<file path="config.mk">
export PLATFORM = sky130hd
export DESIGN_NAME = rla_table
export DESIGN_NICKNAME = d
export VERILOG_FILES = /design/src/hw/rtl/rla_pkg.sv /design/src/hw/rtl/rla_table.sv
export SDC_FILE = /design/constraint.sdc
export NUM_CORES = 2
export LEC_CHECK = 0
export BUFFER_PORTS_ARGS = -buffer_cell sky130_fd_sc_hd__buf_4
export CORE_MARGIN = 4
export CORE_UTILIZATION = 60
export DETAILED_ROUTE_END_ITERATION = 12
export GPL_ROUTABILITY_DRIVEN = 0
export HOLD_SLACK_MARGIN = 0.06
export PLACE_DENSITY = 0.91
export SKIP_CTS_REPAIR_TIMING = 1
export SLEW_MARGIN = 20
export SYNTH_ARGS = -nofsm -noshare
export SYNTH_HDL_FRONTEND = slang
export SYNTH_SLANG_ARGS = --single-unit
</file>
<file path="constraint.sdc">
create_clock -name clk -period 2.74 [get_ports clk]
set_input_delay 0.548 -clock clk [delete_from_list [all_inputs] [get_ports clk]]
set_output_delay 0.548 -clock clk [all_outputs]
set_load 0.05 [all_outputs]
</file>
<file path="src/hw/rtl/rla_pkg.sv">
package rla_pkg;

	// Widths fixed by the item format
	localparam int VAL_W = 63;
	localparam int RES_W = 3;
	localparam int OP_W  = 2;
	localparam int ST_W  = 3;

	// Default table depth
	localparam int NUM_RESOURCES_DEF = 8;

	// Operation codes
	localparam logic [OP_W-1:0] OP_RESERVE   = 2'd0;
	localparam logic [OP_W-1:0] OP_RELEASE   = 2'd1;
	localparam logic [OP_W-1:0] OP_SET_LIMIT = 2'd2;

	// Status codes
	localparam logic [ST_W-1:0] ST_OK       = 3'd0;
	localparam logic [ST_W-1:0] ST_DENIED   = 3'd1;
	localparam logic [ST_W-1:0] ST_WAIT     = 3'd2;
	localparam logic [ST_W-1:0] ST_INVALID  = 3'd3;
	localparam logic [ST_W-1:0] ST_RELERR   = 3'd4;

	typedef struct packed {
		logic [OP_W-1:0]  operation;
		logic [RES_W-1:0] resource;
		logic [VAL_W-1:0] amount;
		logic [VAL_W-1:0] release_hint;
		logic             wait_allowed;
	} req_t;

	typedef struct packed {
		logic [ST_W-1:0]  status;
		logic [VAL_W-1:0] limit_value;
		logic [VAL_W-1:0] current_value;
		logic [VAL_W-1:0] peak_value;
		logic [VAL_W-1:0] free_value;
	} rsp_t;

	// One accounting row of a resource
	typedef struct packed {
		logic [VAL_W-1:0] limit;
		logic [VAL_W-1:0] current;
		logic [VAL_W-1:0] hint;
		logic [VAL_W-1:0] peak;
	} row_t;

endpackage

</file>
<file path="src/hw/rtl/rla_table.sv">
module rla_table #(
	parameter int NUM_RESOURCES = rla_pkg::NUM_RESOURCES_DEF,
	parameter int IDX_W = (NUM_RESOURCES > 1) ? $clog2(NUM_RESOURCES) : 1
) (
	input  logic             clk,
	input  logic             arst_n,
	input  logic             wr_en,
	input  logic [IDX_W-1:0] idx,
	input  rla_pkg::row_t    wr_row,
	output rla_pkg::row_t    rd_row
);
	import rla_pkg::*;

	row_t rows_q [NUM_RESOURCES];

	// Row storage, cleared by reset, written in place
	always_ff @(posedge clk or negedge arst_n) begin
		if (!arst_n) begin
			for (int i = 0; i < NUM_RESOURCES; i++) begin
				rows_q[i] <= '0;
			end
		end else if (wr_en) begin
			rows_q[idx] <= wr_row;
		end
	end

	assign rd_row = rows_q[idx];

endmodule

</file>
Word level (Yosys, flattened, before mapping) --
Index checks and enable logic that the tools add are counted.
Storage, ports and cells: register bits 2016, bits of input ports 258, output and inout bits 252, word-level logic and storage cells 42
Cells by class: order comparisons 2, multiplexer cells 6, bitwise operators 1, reductions and logical operators 1
Operators with widths (number):
- bitwise mux 2016 bit | 1
- binary-select mux 252 bit (select 3 bit) | 1
- demux 252 bit (select 3 bit) | 1
- two-way mux 252 bit | 3
- >= comparator 4 bit, second input constant | 1
- < comparator 4 x 1 -> 1 bit, second input constant | 1
- NOT 3 -> 4 bit | 1
- logical AND 1 bit | 1

Depth between registers and ports, before layout --
depth in word-level cells 6, gate-level depth with buffers 7, gate-level depth less buffers 3

Least setup slack after synthesis --
OpenSTA, ideal clock, no wires.
path type input-to-output, start point in idx[0], end point out rd_row[236] (netlist bit), arrival time 2.449 ns, required time 2.192 ns, slack -0.257 ns, stages 6, path buffers 4, path through buf_2 > buf_2 > buf_2 > buf_2 > a221oi_1 > o21ai_0
RTL lines:
- start: declaration | RTL line rla_table.sv:8 | input logic [IDX_W-1:0] idx,
- end: declaration | RTL line rla_table.sv:10 | output rla_pkg::row_t rd_row

==> metrics.md <==
| Metric | Value |
|---|---|
| Peak supply drop | `0.810 mV` |
| Clk root buf | `clkbuf_16` |
| Unrepaired setup endpoints after global routing | `true` |
| CTS Buffer Depth | `3` |
| Initial antenna violation count | `35` |
| Fin crit share | `112%` |
| Number of top-level pins | `510` |
| Reg clk slew, reported paths | `0.06 ns` |
| CP dominant cell by count | `buf_12` |
| Largest delay share family, worst path | `buffers and inverters` |
| Type of origin of the critical path | `primary input` |
| Relative slew slack | `49.4%` |
| Later-pin clock latency in the skew report | `between 0.8 and 0.9 ns` |
| Vias per cell | `6.85` |
| Core footprint | `between 0.1 and 0.15 mm^2` |
| Final hold slack | `0.332 ns` |
| Max_cap viols | `0` |
| Post-place setup slack | `-0.153 ns` |
| CTS tree | `done` |
| Fraction of layout cells with a size suffix above 1 | `46.7%` |
| #FFs+latches synth | `2,016` |
| Syn_area_per_cell | `14.4 um^2` |
| DRC Markers | `0` |
| Final Hold Viols | `0` |
| Final setup vio count | `50` |
| HP Class | `in -> async` |
| Leak | `0.0483 uW` |
| Total GRT Usage | `around 32%` |
| Total gr overflow | `0` |
| Clk_skew | `0 ns` |
| Synthesis-to-layout area growth | `22.0%` |
| Max incr delay on CP | `0.58 ns` |
| Fillers | `7,740` |
| Biggest register | `rows_q` |
| Pwr dens | `824 mW/mm^2` |
| Worst Setup Path Type | `in -> out` |
| Critical Path, Cell by Cell | `buf_16 > buf_12 > nor2_4 > buf_12 > buf_12 > a22oi_1 > o211ai_1 > buf_4` |
| Crit end category | `primary output` |
| Synth Cell Area | `between 0.09 and 0.1 mm^2` |
| Synthesis Warnings | `0` |
| Biggest regs | `rows_q (2016)` |
| Max Transition Viols Final | `0` |
| Die extent in y | `396 um` |
| CTS buffer count | `200` |
| Max reg flops | `2,016` |
| 1st-iter DRT viols | `~7,000` |
| Port bufs | `509` |
| Starting Density | `60.3%` |
| Fmax | `0.327 GHz` |
| Final setup margin | `-0.320 ns` |
| Clock Sinks | `2,016` |
| Crit-path max FO | `8` |
| CP Buf/Inv Count | `5` |
| Largest net degree at the start of global routing | `127` |
| Die width | `396 um` |
| DRT antenna net count | `0` |
| Vias in the first global route | `between 60,000 and 70,000` |
| Hpwl dp | `152,000 um` |
| Failing checks | `setup timing` |
| Final min period | `3.06 ns` |
| Drt pass-1 iters | `6` |
| Yosys cell types | `28` |
| Layout Nets | `between 7,000 and 8,000` |
| Slowest-stage cell, CP | `o211ai_1` |
| Post-Syn Nets | `between 6,000 and 7,000` |
| Routed WL | `slightly below 300,000 um` |
| Total power | `90,800 uW` |
| Post-synthesis cell count | `about 6,300` |
| Worst EP arrival | `2.51 ns` |
| Tightest Pin Transition | `around 0.76 ns` |
| DP Cell Count | `8,719` |
| Vias | `64,659` |
| Data required time at the worst endpoint | `around 2.2 ns` |
| Non-filler cells, final | `9,446` |
| Routed len/inst | `a little over 30 um` |
| Post-synthesis sequential area ratio | `55.8%` |
| First-pass GRT wire length | `between 300,000 and 400,000 um` |
| DIE AREA | `0.157 mm^2` |
| Status | `complete, but fails checks` |
| H-tree depth | `4` |
| Site Rows | `142` |
## synthesized netlist by cell type
master,instances,area (um^2)
nand4_1,1,6.26
mux2_2,2134,24000
buf_4,56,420
a2bb2oi_1,1,8.76
o21ai_0,1,5.00
o211ai_1,251,1880
nor2b_1,3,18.8
o221a_2,1,11.3
o22a_1,250,2190
inv_1,1,3.75
buf_1,32,120
mux2i_1,502,5020
dfrtp_1,2016,50400
clkbuf_1,143,537
nand2_1,251,942
and3_1,1,6.26
nand2b_1,2,12.5
nor2_1,2,7.51
a22oi_1,252,1890
nand3_1,2,10.0
nor3b_1,2,15.0
a221oi_1,1,8.76
nor3_1,1,5.00
nand4b_1,2,17.5
buf_2,243,1220
mux2_1,135,1520
nor3b_2,1,12.5
nor3_2,1,10.0
## where the power goes
group          leakage [uW]  internal (uW)  total (uW)  switching [uW]
clock network       0.00342          16500       29100           12500
registers            0.0242          36400       40800            4440
logic                0.0207           9820       20900           11100
## cells by family after synthesis
group	after synthesis	share of synthesized area (%)
DFF	2016	55.8
muxes	2771	33.8
AOI/OAI and AO/OA	757	6.64
buffers and inverters	475	2.54
and+or+nand+nor	269	1.18
## per-layer routing
| layer | wire length [um] | GRT usage, % | part of all wire (%) |
|---|---|---|---|
| met1 | 105000 | 39.6 | 36 |
| met2 | 143000 | 53.2 | 49 |
| met3 | 26500 | 7.30 | 9.0 |
| met4 | 20300 | 18.6 | 6.9 |
| met5 | 38 | 0 | 0.013 |
## cell usage in the layout (no fill, tap or decap), types with 2 or more instances in the layout
cell / instances
buf_16: 15
mux2i_1: 499
inv_16: 4
clkinv_16: 5
mux2_2: 2129
mux2i_2: 2
nand4b_1: 2
dlygate4sd3_1: 253
clkinv_2: 34
clkbuf_8: 54
a22oi_2: 25
nand2_1: 249
buf_4: 738
mux2_4: 5
a22oi_1: 227
clkinvlp_4: 2
clkinv_4: 3
buf_8: 4
inv_6: 5
mux2_1: 135
buf_6: 16
bufinv_16: 15
buf_12: 162
clkbuf_16: 219
nor2b_1: 2
diode_2: 43
o211ai_1: 251
dfrtp_1: 2016
clkbuf_1: 42
o22a_1: 250
nor3b_2: 2
clkinv_8: 2
## final cells by class
type / instances / area [um^2] / area share [%]
sequential: 2016 / 50400 / 45.7
multi-input combinational: 3797 / 37900 / 34.3
timing repair buffer: 1205 / 12400 / 11.2
clock buffer: 298 / 5960 / 5.40
tap: 2016 / 2520 / 2.29
clock inverter: 70 / 968 / 0.878
antenna: 43 / 108 / 0.0976
inverter: 1 / 3.75 / 0.00340
## per-stage QoR
stage	setup TNS, ns	instance area, um^2	util [%]
3_5_place_dp	-2.38	99500	66.5
4_1_cts	-7.03	106000	71.1
5_1_grt	-4.25	110000	73.6
6_report	-2.49	110000	73.6
3_3_place_gp	-0.894	99500	66.5
2_1_floorplan	-0.155	90500	-
## worst paths after layout
kind / start / endpoint / slack, ns / depth (start not counted)
setup reg to reg: rows_q[1170] / rows_q[1170] / 1.73 / 1
max in group asynchronous: arst_n / rows_q[49] / 1.36 / 3
min in group clk: wr_en / rows_q[1246] / 0.34 / 4
hold / removal: arst_n / rows_q[1965] / 0.33 / 2
setup / recovery: idx[0] / rd_row[180] / -0.32 / 8
hold reg to reg: rows_q[1893] / rows_q[1893] / 0.49 / 1
No activity file was read; power rests on OpenSTA's default activity.
