--- config.mk ---
export PLATFORM = sky130hd
export DESIGN_NAME = rla_update
export DESIGN_NICKNAME = d
export VERILOG_FILES = /design/src/hw/rtl/rla_pkg.sv /design/src/hw/rtl/rla_update.sv
export SDC_FILE = /design/constraint.sdc
export NUM_CORES = 2
export LEC_CHECK = 0
export BUFFER_PORTS_ARGS = -buffer_cell sky130_fd_sc_hd__buf_2
export CAP_MARGIN = 5
export CORE_AREA = 2 2 343 345
export DETAILED_ROUTE_END_ITERATION = 8
export DIE_AREA = 0 0 345 347
export SLEW_MARGIN = 10
export SYNTH_ARGS = -nofsm -noshare
export SYNTH_HDL_FRONTEND = slang
export SYNTH_SLANG_ARGS = --single-unit
export TNS_END_PERCENT = 100
--- constraint.sdc ---
create_clock -name vclk -period 20.8
set_input_delay 1.04 -clock vclk [all_inputs]
set_output_delay 1.04 -clock vclk [all_outputs]
set_load 0.01 [all_outputs]
--- src/hw/rtl/rla_pkg.sv ---
package rla_pkg;

	// Widths fixed by the item format
	localparam int VAL_W = 63;
	localparam int RES_W = 3;
	localparam int OP_W  = 2;
	localparam int ST_W  = 3;

	// Default table depth
	localparam int NUM_RESOURCES_DEF = 8;

	// Operation codes
	localparam logic [OP_W-1:0] OP_RESERVE   = 2'd0;
	localparam logic [OP_W-1:0] OP_RELEASE   = 2'd1;
	localparam logic [OP_W-1:0] OP_SET_LIMIT = 2'd2;

	// Status codes
	localparam logic [ST_W-1:0] ST_OK       = 3'd0;
	localparam logic [ST_W-1:0] ST_DENIED   = 3'd1;
	localparam logic [ST_W-1:0] ST_WAIT     = 3'd2;
	localparam logic [ST_W-1:0] ST_INVALID  = 3'd3;
	localparam logic [ST_W-1:0] ST_RELERR   = 3'd4;

	typedef struct packed {
		logic [OP_W-1:0]  operation;
		logic [RES_W-1:0] resource;
		logic [VAL_W-1:0] amount;
		logic [VAL_W-1:0] release_hint;
		logic             wait_allowed;
	} req_t;

	typedef struct packed {
		logic [ST_W-1:0]  status;
		logic [VAL_W-1:0] limit_value;
		logic [VAL_W-1:0] current_value;
		logic [VAL_W-1:0] peak_value;
		logic [VAL_W-1:0] free_value;
	} rsp_t;

	// One accounting row of a resource
	typedef struct packed {
		logic [VAL_W-1:0] limit;
		logic [VAL_W-1:0] current;
		logic [VAL_W-1:0] hint;
		logic [VAL_W-1:0] peak;
	} row_t;

endpackage

--- src/hw/rtl/rla_update.sv ---
module rla_update (
	input  rla_pkg::req_t req,
	input  logic          in_range,
	input  rla_pkg::row_t row,
	output logic          wr_en,
	output rla_pkg::row_t new_row,
	output rla_pkg::rsp_t rsp
);
	import rla_pkg::*;

	logic [VAL_W:0]   sum;
	logic [VAL_W:0]   hsum;
	logic [VAL_W-1:0] diff;
	logic [ST_W-1:0]  status;

	// Reserve sums, one bit wider to catch overflow
	assign sum  = {1'b0, row.current} + {1'b0, req.amount};
	assign hsum = {1'b0, row.hint} + {1'b0, req.amount};

	// Operation decode and row update
	always_comb begin
		logic [ST_W-1:0] st;
		row_t            nr;
		logic            we;
		nr = row;
		we = 1'b0;
		st = ST_INVALID;
		unique case (req.operation)
			OP_RESERVE: begin
				if (row.hint >= row.limit) begin
					st = ST_DENIED;
				end else if (req.amount == '0 || sum[VAL_W]) begin
					st = ST_DENIED;
				end else if (sum <= {1'b0, row.limit}) begin
					st = ST_OK;
					we = 1'b1;
					nr.current = sum[VAL_W-1:0];
					nr.hint    = hsum[VAL_W-1:0];
					if (sum[VAL_W-1:0] > row.peak) begin
						nr.peak = sum[VAL_W-1:0];
					end
				end else if (hsum <= {1'b0, row.limit} && req.wait_allowed) begin
					st = ST_WAIT;
				end else begin
					st = ST_DENIED;
				end
			end
			OP_RELEASE: begin
				if (req.amount > row.current || req.release_hint > row.hint) begin
					st = ST_RELERR;
				end else begin
					st = ST_OK;
					we = 1'b1;
					nr.current = row.current - req.amount;
					nr.hint    = row.hint - req.release_hint;
				end
			end
			OP_SET_LIMIT: begin
				if (row.current > req.amount) begin
					st = ST_INVALID;
				end else begin
					st = ST_OK;
					we = 1'b1;
					nr.limit = req.amount;
					nr.peak  = row.current;
				end
			end
			default: begin
				st = ST_INVALID;
			end
		endcase
		new_row = nr;
		wr_en   = we && in_range;
		status  = in_range ? st : ST_INVALID;
	end

	assign diff = new_row.limit - new_row.current;

	// Result fields; an out-of-range index reports zeros
	always_comb begin
		rsp.status = status;
		if (in_range) begin
			rsp.limit_value   = new_row.limit;
			rsp.current_value = new_row.current;
			rsp.peak_value    = new_row.peak;
			rsp.free_value    = (new_row.limit >= new_row.current) ? diff : '0;
		end else begin
			rsp.limit_value   = '0;
			rsp.current_value = '0;
			rsp.peak_value    = '0;
			rsp.free_value    = '0;
		end
	end

endmodule

# --- After elaboration in Yosys (flattened, before gate mapping) ---
# Index checks and enable logic that the tools add are counted.
word_totals:
  reg_bits: 0
  inputBits: 385
  output_inout_bits: 508
classes:
  addsub: 5
  magnitude_cmp: 8
  eq_ne: 2
  mux: 26
  reduce_logical: 6
op_table:
  columns: ["op", "count"]
  rows:
  - ["two-way mux 189 bit", 3]
  - ["two-way mux 63 bit", 5]
  - ["greater-than comparator 63 bit", 4]
  - ["two-way mux 252 bit", 1]
  - ["one-hot mux 126 bit (2 select lines)", 1]
  - ["subtractor 63 bit", 3]
  - ["adder 63 x 63 -> 64 bit", 2]
  - ["less-or-equal comparator 64 x 63 -> 1 bit", 2]
  - ["greater-or-equal comparator 63 bit", 2]
  - ["two-way mux 126 bit", 1]
  - ["one-hot mux 63 bit (2 select lines)", 1]
  - ["logical NOT 63 bit", 1]
  - ["two-way mux 2 bit", 5]
  - ["one-hot mux 3 bit (3 select lines)", 1]
  - ["two-way mux 3 bit", 2]
  - ["two-way mux 1 bit", 5]
  - ["one-hot mux 1 bit (3 select lines)", 1]
  - ["equality test 2 x 1 -> 1 bit, second input constant", 1]
  - ["equality test 2 bit, second input constant", 1]
  - ["logical AND 1 bit", 2]
  - ["logical NOT 2 bit", 1]
  - ["logical OR 1 bit", 2]

# --- Logic depth before layout (Yosys ltp) ---
depth:
  word_depth: 10
  ltp_mapped: 53
  depth_no_buf: 50

# --- Worst setup path before layout ---
# Ideal clock, no wire load.
synth_timing:
  path_type: "input to output"
  startpoint: "input req[66] (netlist bit)"
  endpoint: "output rsp[61] (netlist bit)"
  arrival_ps: 10865
  t_required_ps: 19760
  slack_ps: 8895
  path_stages: 49
  path_buffers: 7
  path_cell_list: "inv_1 ha_1 buf_2 o21bai_1 a311oi_1 o21ai_0 a221oi_2 o21ai_1 a21oi_1 o31ai_1 a311oi_1 o41a_1 a21oi_1 o31a_1 o41ai_2 nor2_1 nor3_2 o21a_1 [13 not listed] buf_1 a221oi_1 ha_1 clkbuf_1 nand4_1 nor2_1 nor4bb_1 nand3_1 nor4_1 nand3_1 nor3_1 nand2_1 nand2_1 nand2_1 o31a_1 clkbuf_1 or4b_1 nand3_1"
synth_lines:
  columns: ["item", "line_no", "source"]
  rows:
  - ["start, declared", "rla_update.sv:2", "input rla_pkg::req_t req,"]
  - ["end, declared", "rla_update.sv:7", "output rla_pkg::rsp_t rsp"]

==> summary.md <==
| Metric | Value |
|---|---|
| Status | complete, no violations |
| Crit path max-delay cell type | a221oi_1 |
| Setup repair after global routing missed its margin | false |
| CP max FO | 42 |
| Core Region | 116000 um^2 |
| Area grow syn2layout | 20.5% |
| CP peak stage delay | 0.81 ns |
| Synthesis Warnings | 0 |
| Total number of vias | 38900 |
| Num rows | 125 |
| Period utilization | 78.3% |
| Vias in the first global route | 36800 |
| Final wirelength | 191000 um |
| Highest ir drop seen on vdd | 0.0000184 V |
| Final Hold Fails | 0 |
| M1 GR Usage | 39.9% |
| Register area share after synthesis | 0% |
| Post-route core utilization | 30.9% |
| Cell with the most instances on the worst path | buf_4 |
| Nets@finish | 6223 |
| Via density | 5.71 |
| Ports | 893 |
| Drt wl/cell | 28.0 um |
| PortBufs | 890 |
| Critical Path AT | 15.24 ns |
| Initial antenna violation count | 52 |
| FMAX | 61.4 MHz |
| WP data required | 19.76 ns |
| Layout clock buffer count | 0 |
| Setup-failing EPs final | 0 |
| Total power | 1630 uW |
| Final instance area | 35800 um^2 |
| Fillers | 13000 |
| Hold depth | 4 |
| Actual slew at the worst max-slew pin | 1.35 ns |
| Die Wd | 345 um |
| HP Class | primary input to output pin |
| Met2 Use GR | 47.7% |
| Relative slew margins | 9.15% |
| Post-DP Area | 35800 um^2 |
| Leakage | 0.0184 uW |
| Hold buffers post-CTS | 0 |
| Post-route ant nets | 0 |
| Post-CTS setup buffers | 0 |
| Initial core utilization | 25.7% |
| Mapped Area | 29700 um^2 |
| Hold_sp | row[51] |
| Dpl hpwl | 163000 um |
| Largest net degree at the start of global routing | 89 |
| Die ar. | 120000 um^2 |
| Register area | 0 um^2 |
| Worst setup SP type | primary input |
| Max Cap Viol | 0 |
| Total congestion overflow | 0 |
| Share of cells above drive strength 1 | 19.9% |
| Total global-route track usage | 30.0% |
| Global-route wire length before repair | 265000 um |
| Placed insts | 6800 |
| Syn_area_per_cell | 6.56 um^2 |
| Pwr/cell area | 45.4 nW/um^2 |
| RePlAce Congestion | 1.01 |
| Die Y-Extent | 347 um |
| Max-slew violations | 0 |
| Cell variety after synth | 105 |
| Syn Inst Count | 4527 |
| Critical path class | primary input to output pin |
| Layout sequential cell count | 0 |
| Fin crit period | 16.28 ns |
| Grt peak-use layer | met2 |
| Met3 Usage GRT | 5.37% |
| Drt first-iter violations | 4056 |
| Drt pass-1 iters | 6 |
| Crit path launch | req[66] |
| Post-Layout Cell Count | 6825 |
| Worst setup EP type | output pin |
| Syn nets | 5472 |
| Setup_tns | 0 ns |
| DRC Markers | 0 |
| Resize count post-CTS | 0 |
## per-layer routing
| metal | wire [um] | vias up |
|---|---|---|
| li1 | - | 18000 |
| met1 | 82400 | 18600 |
| met5 | 207 | - |
| met2 | 84000 | 1976 |
| met4 | 8380 | 34 |
| met3 | 16200 | 341 |
## worst paths after layout
| kind | to |
|---|---|
| setup / recovery | rsp[2] |
| hold / removal | new_row[51] |
## per-stage QoR
| stage | hold WS (ns) | worst slack [ns] |
|---|---|---|
| 4_1_cts | 2.43 | 4.70 |
| 6_report | 2.43 | 4.52 |
| 3_3_place_gp | 2.42 | 4.79 |
| 5_1_grt | 2.46 | 3.73 |
| 2_1_floorplan | 2.19 | 8.89 |
| 3_5_place_dp | 2.43 | 4.76 |
## kinds of logic after synthesis
logic type,count (synthesis),synth area share (%)
AND/OR/NAND/NOR,1395,23.0
multiplexers,33,1.13
adder cells (fa/ha/maj),567,23.9
buffers and inverters,683,8.96
AO/OA/AOI/OAI,1588,35.3
XOR/XNOR,261,7.69
## worst max-delay path, delay by kind of cell
family	cells	cell delay, ns
buffers and inverters	9	2.48
adder cells (fa/ha/maj)	3	1.15
AO/OA/AOI/OAI	25	7.15
AND/OR/NAND/NOR	12	2.82
XOR/XNOR	1	0.49
## placed cells by master, fill, tap and decap left out, types with 50 or more instances in the layout
master and count:
o21ai_0 314, nor2_1 433, buf_4 67, inv_1 463, buf_2 889, nand2_1 327, nor3_1 53, xor2_1 78
a21oi_1 458, a221o_1 52, and2_1 130, nor2b_1 51, o21bai_1 81, a21o_1 167, nand3_1 81, a22oi_1 60
nand2b_1 51, a211oi_1 50, nand4_1 95, ha_1 556, xnor2_1 183
## power by group
group | switching, uW | internal (uW)
logic | 1050 | 573
registers | 0 | 0
clock network | 0 | 0.0000696
total | 1050 | 573
## synthesized netlist by cell type (all sizes together) (17+ instances only)
cell type / instances / area share (%)
a211oi: 53 / 1.4
a21boi: 17 / 0.43
a21o: 167 / 4.2
a21oi: 461 / 7.8
a221o: 52 / 1.8
a221oi: 32 / 0.99
a22o: 27 / 0.80
a22oi: 60 / 1.5
a31oi: 40 / 0.84
and2: 130 / 2.7
and3: 36 / 0.76
and4: 19 / 0.56
buf: 71 / 1.2
clkbuf: 136 / 1.7
ha: 556 / 23
inv: 475 / 6.0
mux2i: 32 / 1.1
nand2: 328 / 4.2
nand2b: 51 / 1.1
nand3: 82 / 1.4
nand4: 96 / 2.0
nor2: 434 / 5.5
nor2b: 51 / 1.1
nor3: 55 / 0.96
nor4: 45 / 1.1
o211ai: 30 / 0.79
o21a: 42 / 1.1
o21ai: 334 / 5.7
o21bai: 81 / 2.0
o22ai: 18 / 0.38
o31ai: 37 / 0.95
or3: 19 / 0.43
xnor2: 183 / 5.4
xor2: 78 / 2.3
## final cells by class
class / instances / area, um^2 / area share (%)
Multi-Input combinational cell: 3844 / 27100 / 75.7
Antenna cell: 25 / 62.6 / 0.175
Tap cell: 1524 / 1910 / 5.32
Timing Repair Buffer: 956 / 4950 / 13.8
Inverter: 476 / 1790 / 4.99
(Power assumes the default switching activity.)
